**config.mk**
```make
export PLATFORM = sky130hd
export DESIGN_NAME = decimal_hex_string_to_u64_core
export DESIGN_NICKNAME = d
export VERILOG_FILES = /design/src/rtl/dhs_pkg.sv /design/src/rtl/dhs_front.sv /design/src/rtl/dhs_queue.sv /design/src/rtl/dhs_back.sv /design/src/rtl/decimal_hex_string_to_u64_core.sv
export SDC_FILE = /design/constraint.sdc
export NUM_CORES = 1
export LEC_CHECK = 0
export BUFFER_PORTS_ARGS = -buffer_cell sky130_fd_sc_hd__buf_2
export CAP_MARGIN = 0
export CORE_MARGIN = 2
export CORE_UTILIZATION = 45
export CTS_CLUSTER_DIAMETER = 200
export CTS_CLUSTER_SIZE = 40
export DETAILED_ROUTE_END_ITERATION = 8
export PLACE_DENSITY_LB_ADDON = 0.25
export RECOVER_POWER = 25
export SLEW_MARGIN = 30
export SYNTH_ARGS = -nofsm -noshare
export SYNTH_HDL_FRONTEND = slang
export SYNTH_SLANG_ARGS = --single-unit
```
**constraint.sdc**
```tcl
create_clock -name clk -period 6.1 [get_ports clk]
set_input_delay 0.61 -clock clk [delete_from_list [all_inputs] [get_ports clk]]
set_output_delay 0.61 -clock clk [all_outputs]
set_load 0.05 [all_outputs]
```
**src/rtl/dhs_pkg.sv**
```systemverilog
// ============================================================================
// dhs_pkg
// Shared types and character constants for the decimal/hex string parser.
// ============================================================================
package dhs_pkg;

    localparam logic [7:0] CH_NUL = 8'h00;
    localparam logic [7:0] CH_0   = 8'h30;
    localparam logic [7:0] CH_9   = 8'h39;
    localparam logic [7:0] CH_LX  = 8'h78;
    localparam logic [7:0] CH_UX  = 8'h58;
    localparam logic [7:0] CH_LA  = 8'h61;
    localparam logic [7:0] CH_LF  = 8'h66;
    localparam logic [7:0] CH_UA  = 8'h41;
    localparam logic [7:0] CH_UF  = 8'h46;

    localparam logic [7:0] LETTER_BIAS = 8'd10;
    localparam logic [1:0] CPOS_MAX    = 2'd2;

    localparam int Q_DEPTH = 2;

    typedef struct packed {
        logic       is_nul;
        logic       is_x;
        logic       is_zero;
        logic       dec_ok;
        logic       hex_ok;
        logic [3:0] dig;
    } class_t;

endpackage

```
**src/rtl/dhs_front.sv**
```systemverilog
// ============================================================================
// dhs_front
// Input side: classifies each character and pushes it into the queue.
// ============================================================================
module dhs_front
    import dhs_pkg::*;
(
    input  logic       in_valid,
    input  logic [7:0] ch,
    input  logic       q_full,
    output logic       in_stall,
    output logic       push,
    output class_t     entry
);

    logic       is_dec;
    logic       is_low;
    logic       is_up;
    logic [7:0] diff;

    assign is_dec = (ch >= CH_0) && (ch <= CH_9);
    assign is_low = (ch >= CH_LA) && (ch <= CH_LF);
    assign is_up  = (ch >= CH_UA) && (ch <= CH_UF);

    always_comb
    begin
        priority if (is_low)
        begin
            diff = ch - CH_LA + LETTER_BIAS;
        end
        else if (is_up)
        begin
            diff = ch - CH_UA + LETTER_BIAS;
        end
        else
        begin
            diff = ch - CH_0;
        end
    end

    assign entry.is_nul  = (ch == CH_NUL);
    assign entry.is_x    = (ch == CH_LX) || (ch == CH_UX);
    assign entry.is_zero = (ch == CH_0);
    assign entry.dec_ok  = is_dec;
    assign entry.hex_ok  = is_dec || is_low || is_up;
    assign entry.dig     = diff[3:0];

    assign in_stall = q_full;
    assign push     = in_valid && !q_full;

endmodule

```
**src/rtl/dhs_queue.sv**
```systemverilog
// ============================================================================
// dhs_queue
// Short FIFO of classified characters between front and back.
// ============================================================================
module dhs_queue
    import dhs_pkg::*;
#(
    parameter int DEPTH = Q_DEPTH
)
(
    input  logic   clk,
    input  logic   rst_n,
    input  logic   push,
    input  class_t wr_entry,
    input  logic   pop,
    output logic   q_full,
    output logic   q_valid,
    output class_t head
);

    localparam int PW = $clog2(DEPTH);
    localparam int CW = $clog2(DEPTH + 1);
    localparam logic [PW-1:0] PTR_LAST = PW'(DEPTH - 1);
    localparam logic [CW-1:0] CNT_FULL = CW'(DEPTH);

    class_t          mem [DEPTH];
    logic [PW-1:0]   wr_ptr_reg, wr_ptr_next;
    logic [PW-1:0]   rd_ptr_reg, rd_ptr_next;
    logic [CW-1:0]   count_reg, count_next;

    assign q_full  = (count_reg == CNT_FULL);
    assign q_valid = (count_reg != '0);
    assign head    = mem[rd_ptr_reg];

    always_comb
    begin
        wr_ptr_next = wr_ptr_reg;
        rd_ptr_next = rd_ptr_reg;
        count_next  = count_reg;
        if (push)
        begin
            wr_ptr_next = (wr_ptr_reg == PTR_LAST) ? '0 : wr_ptr_reg + 1'b1;
        end
        if (pop)
        begin
            rd_ptr_next = (rd_ptr_reg == PTR_LAST) ? '0 : rd_ptr_reg + 1'b1;
        end
        if (push && !pop)
        begin
            count_next = count_reg + 1'b1;
        end
        else if (pop && !push)
        begin
            count_next = count_reg - 1'b1;
        end
    end

    always_ff @(posedge clk or negedge rst_n)
    begin
        if (!rst_n)
        begin
            wr_ptr_reg <= '0;
            rd_ptr_reg <= '0;
            count_reg  <= '0;
        end
        else
        begin
            wr_ptr_reg <= wr_ptr_next;
            rd_ptr_reg <= rd_ptr_next;
            count_reg  <= count_next;
        end
    end

    always_ff @(posedge clk)
    begin
        if (push)
        begin
            mem[wr_ptr_reg] <= wr_entry;
        end
    end

`ifndef SYNTHESIS
    a_no_push_full: assert property (@(posedge clk) disable iff (!rst_n)
        q_full |-> !push)
        else $error("push into full queue");
    a_no_pop_empty: assert property (@(posedge clk) disable iff (!rst_n)
        pop |-> q_valid)
        else $error("pop from empty queue");
    a_count_range: assert property (@(posedge clk) disable iff (!rst_n)
        count_reg <= CNT_FULL)
        else $error("queue count out of range");
`endif

endmodule

```
**src/rtl/dhs_back.sv**
```systemverilog
// ============================================================================
// dhs_back
// Execution side: accumulates digits, tracks prefix and errors, and holds
// the result register for the output channel.
// ============================================================================
module dhs_back
    import dhs_pkg::*;
(
    input  logic        clk,
    input  logic        rst_n,
    input  logic        q_valid,
    input  class_t      head,
    output logic        pop,
    output logic        out_valid,
    input  logic        out_stall,
    output logic        ok,
    output logic [63:0] number
);

    logic [63:0] accum_reg, accum_next;
    logic        hex_reg, hex_next;
    logic [1:0]  cpos_reg, cpos_next;
    logic        fzero_reg, fzero_next;
    logic        need_reg, need_next;
    logic        failed_reg, failed_next;
    logic        out_valid_reg, out_valid_next;
    logic        ok_reg, ok_next;
    logic [63:0] number_reg, number_next;

    logic [67:0] prod;
    logic        ovf;
    logic        dig_ok;
    logic        good;

    always_comb
    begin
        if (hex_reg)
        begin
            prod = {accum_reg, 4'b0000} + {64'd0, head.dig};
        end
        else
        begin
            prod = {1'b0, accum_reg, 3'b000} + {3'b000, accum_reg, 1'b0}
                 + {64'd0, head.dig};
        end
    end

    assign ovf    = |prod[67:64];
    assign dig_ok = hex_reg ? head.hex_ok : head.dec_ok;
    assign good   = !failed_reg && !need_reg;
    assign pop    = q_valid && (!head.is_nul || !out_valid_reg || !out_stall);

    always_comb
    begin
        accum_next     = accum_reg;
        hex_next       = hex_reg;
        cpos_next      = cpos_reg;
        fzero_next     = fzero_reg;
        need_next      = need_reg;
        failed_next    = failed_reg;
        out_valid_next = out_valid_reg && out_stall;
        ok_next        = ok_reg;
        number_next    = number_reg;
        if (pop)
        begin
            if (head.is_nul)
            begin
                out_valid_next = 1'b1;
                ok_next        = good;
                number_next    = good ? accum_reg : 64'd0;
                accum_next     = '0;
                hex_next       = 1'b0;
                cpos_next      = '0;
                fzero_next     = 1'b0;
                need_next      = 1'b1;
                failed_next    = 1'b0;
            end
            else
            begin
                if (cpos_reg != CPOS_MAX)
                begin
                    cpos_next = cpos_reg + 1'b1;
                end
                if (!failed_reg)
                begin
                    priority if ((cpos_reg == 2'd1) && fzero_reg && !hex_reg
                                 && head.is_x)
                    begin
                        hex_next   = 1'b1;
                        need_next  = 1'b1;
                        accum_next = '0;
                    end
                    else if (!dig_ok || ovf)
                    begin
                        failed_next = 1'b1;
                    end
                    else
                    begin
                        accum_next = prod[63:0];
                        need_next  = 1'b0;
                        if ((cpos_reg == 2'd0) && head.is_zero)
                        begin
                            fzero_next = 1'b1;
                        end
                    end
                end
            end
        end
    end

    always_ff @(posedge clk or negedge rst_n)
    begin
        if (!rst_n)
        begin
            accum_reg     <= '0;
            hex_reg       <= 1'b0;
            cpos_reg      <= '0;
            fzero_reg     <= 1'b0;
            need_reg      <= 1'b1;
            failed_reg    <= 1'b0;
            out_valid_reg <= 1'b0;
        end
        else
        begin
            accum_reg     <= accum_next;
            hex_reg       <= hex_next;
            cpos_reg      <= cpos_next;
            fzero_reg     <= fzero_next;
            need_reg      <= need_next;
            failed_reg    <= failed_next;
            out_valid_reg <= out_valid_next;
        end
    end

    always_ff @(posedge clk)
    begin
        ok_reg     <= ok_next;
        number_reg <= number_next;
    end

    assign out_valid = out_valid_reg;
    assign ok        = ok_reg;
    assign number    = number_reg;

`ifndef SYNTHESIS
    a_restart: assert property (@(posedge clk) disable iff (!rst_n)
        (pop && head.is_nul) |=> (need_reg && !failed_reg && !hex_reg
                                  && (cpos_reg == 2'd0) && (accum_reg == 64'd0)))
        else $error("state not restarted after terminator");
    a_fail_zero: assert property (@(posedge clk) disable iff (!rst_n)
        (out_valid_reg && !ok_reg) |-> (number_reg == 64'd0))
        else $error("failed result carries a value");
    a_hex_prefix: assert property (@(posedge clk) disable iff (!rst_n)
        hex_reg |-> (fzero_reg && (cpos_reg != 2'd0)))
        else $error("hex mode without leading zero");
    a_cpos_sat: assert property (@(posedge clk) disable iff (!rst_n)
        cpos_reg != 2'd3)
        else $error("character position past saturation");
    a_no_overwrite: assert property (@(posedge clk) disable iff (!rst_n)
        (out_valid_reg && out_stall) |=> (out_valid_reg && $stable(number_reg)))
        else $error("held result overwritten");
`endif

endmodule

```
**src/rtl/decimal_hex_string_to_u64_core.sv**
```systemverilog
// ============================================================================
// decimal_hex_string_to_u64_core
// Streaming parser of a NUL-terminated string into an unsigned 64-bit value.
// ============================================================================
// Input channel (in_valid/in_stall, ch) carries one character per
// transaction. A leading 0x or 0X selects hexadecimal, otherwise decimal.
// Output channel (out_valid/out_stall, ok, number) carries one transaction
// per string, on the NUL terminator: ok = 1 with the value, or ok = 0 with
// number = 0 for an empty string, bare prefix, bad digit or overflow.
// Throughput: one character per cycle while no held result stops the queue,
// set by the combinational multiply-by-10/16, add and overflow check in the
// back end. Result path: an accepted terminator is written into the queue,
// then the back end executes it into the output register, raising out_valid.
// A queue of QUEUE_DEPTH entries sits between classifier and back end; a
// result held by out_stall blocks only the next terminator, other
// characters keep flowing until the queue fills and in_stall rises.
// Reset clears the queue and output valid and starts a new string.
// ============================================================================
module decimal_hex_string_to_u64_core
    import dhs_pkg::*;
#(
    parameter int QUEUE_DEPTH = Q_DEPTH
)
(
    input  logic        clk,
    input  logic        rst_n,
    input  logic        in_valid,
    output logic        in_stall,
    input  logic [7:0]  ch,
    output logic        out_valid,
    input  logic        out_stall,
    output logic        ok,
    output logic [63:0] number
);

    class_t wr_entry;
    class_t head;
    logic   push;
    logic   pop;
    logic   q_full;
    logic   q_valid;

    dhs_front u_front
    (
        .in_valid (in_valid),
        .ch       (ch),
        .q_full   (q_full),
        .in_stall (in_stall),
        .push     (push),
        .entry    (wr_entry)
    );

    dhs_queue #(
        .DEPTH (QUEUE_DEPTH)
    ) u_queue
    (
        .clk      (clk),
        .rst_n    (rst_n),
        .push     (push),
        .wr_entry (wr_entry),
        .pop      (pop),
        .q_full   (q_full),
        .q_valid  (q_valid),
        .head     (head)
    );

    dhs_back u_back
    (
        .clk       (clk),
        .rst_n     (rst_n),
        .q_valid   (q_valid),
        .head      (head),
        .pop       (pop),
        .out_valid (out_valid),
        .out_stall (out_stall),
        .ok        (ok),
        .number    (number)
    );

endmodule

```
==> impl_metrics.py <==
metrics = {
    "outcome": {
        "status": "finished, violations left",
        "violations": "capacitance limit, slew limit",
    },
    "synth": {
        "synth.net_count": 1458,
        "postSynthAreaPerCell_um2": 9.55,
        "synth_seq_cells": 158,
        "synthesis.instances": 1309,
        "ys_types": 78,
        "synth_edf_count": 83,
        "yosysWarnings": 0,
        "synthFlopType": "edfxtp_1",
        "netlist_area_um2": 12500,
        "ys_seq_area_share_pct": 35.0,
        "synth-async-reset-ratio_pct": 47.5,
    },
    "clock_network": {
        "ctsResizeCount": 0,
        "cts.sinks": 158,
        "hold_buffers": 0,
        "cts_setup_buffers": 0,
        "cts_inserted_buffers": 17,
        "clk_latency_ps": 440,
        "path_clk_slew_ps": 70,
        "cts_tree": "yes",
        "cts_max_level": 4,
        "clock_path_buffers": 2,
        "cts_root_buffer": "clkbuf_16",
    },
    "timing": {
        "setup_viol": 0,
        "slew_viol_final": 141,
        "relSlewSlack_pct": -185,
        "worst_slew_pin_slew_ps": 4270,
        "hold_ws_ps": 406,
        "setup_ws_ps": 579,
        "fin_crit_sh_pct": 90.5,
        "hold_violations": 0,
        "setup_tns_ps": 0,
        "clock_skew_ps": 12.9,
        "rsz0062_at_grt": "false",
        "fmax_ghz": 0.181,
        "period_needed_ps": 5520,
    },
    "run": {
        "drv_cap": 2,
    },
    "final_layout": {
        "layout_commonest_cell": "ha_1",
        "multi_input_comb_area_um2": 7400,
        "mostFrequentLayoutCells": "ha_1, a21oi_1, inv_1",
        "drive_above_1_share_pct": 14.3,
        "n_antenna_cell": 0,
        "n_fill_cell": 2577,
        "fin_nets": 1490,
        "postLayoutCellArea_um2": 13700,
        "ff_latch_area_um2": 4370,
        "areaGrowthSynthToFinish_pct": 9.32,
    },
    "floorplan": {
        "dieArea_um2": 29100,
        "die_h_um": 171,
        "pin_count": 79,
        "die_w_um": 171,
        "num_rows": 61,
        "start_util_pct": 45.4,
        "core_area_um2": 27600,
    },
    "global_route": {
        "gr-total-overflow": 0,
        "grt_pass1_vias": 10097,
        "grt_max_degree": 76,
        "antenna_found_initial": 0,
        "grt_pass1_wl_um": 52600,
        "track_usage_pct": 22.5,
    },
    "worst_setup_path": {
        "end_kind": "flop",
        "crit_type": "flop to flop",
        "ff2ff_setup_slack_ps": 580,
        "crit_fanout": 40,
        "max_stage_delay_ps": 640,
        "cp_common_cell": "ha_1",
        "rr_worst_depth": 14,
        "cp.arrival_ps": 5810,
        "cp-start-kind": "flop",
        "path_cells": "mux2_2, ha_1, ha_1, fa_1, a211oi_1, o21ai_0, a2111o_1, a31oi_1, nand2_1, a21o_1, o22ai_1, o2bb2a_4, buf_12, o32ai_2",
        "worstReg2RegStart": "u_queue.rd_ptr_reg",
        "worstPathRequired_ps": 6390,
        "worstReg2RegEnd": "u_back.accum_reg[14]",
        "critPathSlowestCell": "dfrtp_1",
    },
    "route": {
        "drt_drc_violations_left": 0,
        "avgRoutedWirePerCell_um": 18.6,
        "drt-initial-drc-count": 784,
        "vias": 10324,
        "ant_nets": 0,
        "routed_wl_um": 32300,
        "drtPass1Iterations": 6,
        "vias_per_cell": 5.96,
    },
    "power_and_ir_drop": {
        "peakVddDrop_v": 0.000290,
        "power_density_nw_per_um2": 478,
        "p_leak_nw": 5.81,
    },
    "place": {
        "dp_slack_ps": 664,
        "gp_congestion": 0.906,
        "place_area_um2": 13100,
        "port_buffers": 78,
        "dp_hpwl_um": 23000,
    },
    "worst_hold_path": {
        "holdPathEnd": "u_back.out_valid",
        "hold_start": "out_stall",
        "min_path_cells": 3,
        "hp-class": "primary input to flop",
    },
}
-- worst max path at each step --
stage / slack [ps] / cells past startpoint / startpoint / to
finish: 580 / 14 / u_queue.rd_ptr_reg / u_back.accum_reg[14]
global placement: 900 / 14 / u_queue.rd_ptr_reg / u_back.accum_reg[61]
CTS: 640 / 14 / u_queue.rd_ptr_reg / u_back.accum_reg[46]
global route: 240 / 14 / u_queue.rd_ptr_reg / u_back.accum_reg[6]
floorplan: 1360 / 5 / u_queue.rd_ptr_reg / u_back.fzero_reg
detailed placement: 660 / 14 / u_queue.rd_ptr_reg / u_back.accum_reg[46]
-- stage by stage --
stage / power [W] / std cells / utilization, %
after CTS: 0.00655 / 1732 / 49.7
after floorplan: 0.00472 / 1309 / -
after global routing: 0.00692 / 1732 / 49.6
final: 0.00654 / 1732 / 49.6
after global placement: 0.00539 / 1698 / 47.5
after detailed placement: 0.00546 / 1700 / 47.6
-- cells in the mapped netlist (7+ instances only) --
master | instances | area (um2)
nand3_1 | 24 | 120
a21o_1 | 23 | 173
a21oi_1 | 115 | 576
a211oi_1 | 17 | 128
o21ai_0 | 61 | 305
ha_1 | 135 | 1690
xor2_1 | 31 | 272
o32ai_2 | 50 | 813
buf_2 | 13 | 65.1
o32ai_1 | 12 | 105
mux2i_1 | 31 | 310
nand2b_1 | 7 | 43.8
edfxtp_1 | 83 | 2490
and2_1 | 9 | 56.3
and3_1 | 15 | 93.8
dfrtp_1 | 74 | 1850
inv_1 | 91 | 342
o211ai_1 | 20 | 150
o21a_1 | 9 | 67.6
nand2_1 | 80 | 300
nor2_1 | 80 | 300
xnor2_1 | 19 | 166
nor3_1 | 86 | 430
nand4_1 | 22 | 138
o21bai_1 | 14 | 105
clkbuf_1 | 51 | 191
a31oi_1 | 10 | 62.6
or3_1 | 8 | 50.1
-- critical path: cells and delay by family (launching register included) --
kind,cells,cell delay (ps)
simple gates,1,150
fa+ha+maj,3,970
compound gates,8,2820
buf+inv,1,350
mux,1,410
flops,1,640
-- layout make-up --
class	count	share of cell area [%]
clock inverters	14	0.961
flip-flops and latches	158	32.0
clock buffers	18	3.14
multi-input cells	981	54.1
inverters	93	2.55
repair buffers	90	3.74
well taps	378	3.46
-- routing by layer --
layer	part of all wire, %	track usage [%]	up-vias
met5	0	0	-
met1	46	29.9	5021
li1	-	-	4993
met3	3.8	3.22	53
met4	2.6	7.73	0
met2	47	37.6	257
-- cells by family after synthesis --
logic type | count (synthesis) | synth area share [%]
AO/OA/AOI/OAI | 397 | 24.7
AND/OR/NAND/NOR | 360 | 14.0
buffers and inverters | 170 | 6.03
flip-flops | 158 | 35.0
adder cells (fa/ha/maj) | 137 | 13.8
XOR/XNOR | 50 | 3.50
multiplexers | 37 | 3.02
-- power breakdown --
group	internal, W	total, W	leakage (nW)	switching (W)
Clock	0.000571	0.00106	0.279	0.000494
Combinational	0.00106	0.00366	3.71	0.00260
Sequential	0.00153	0.00181	1.83	0.000276
Power figures use the tool's default switching activity.
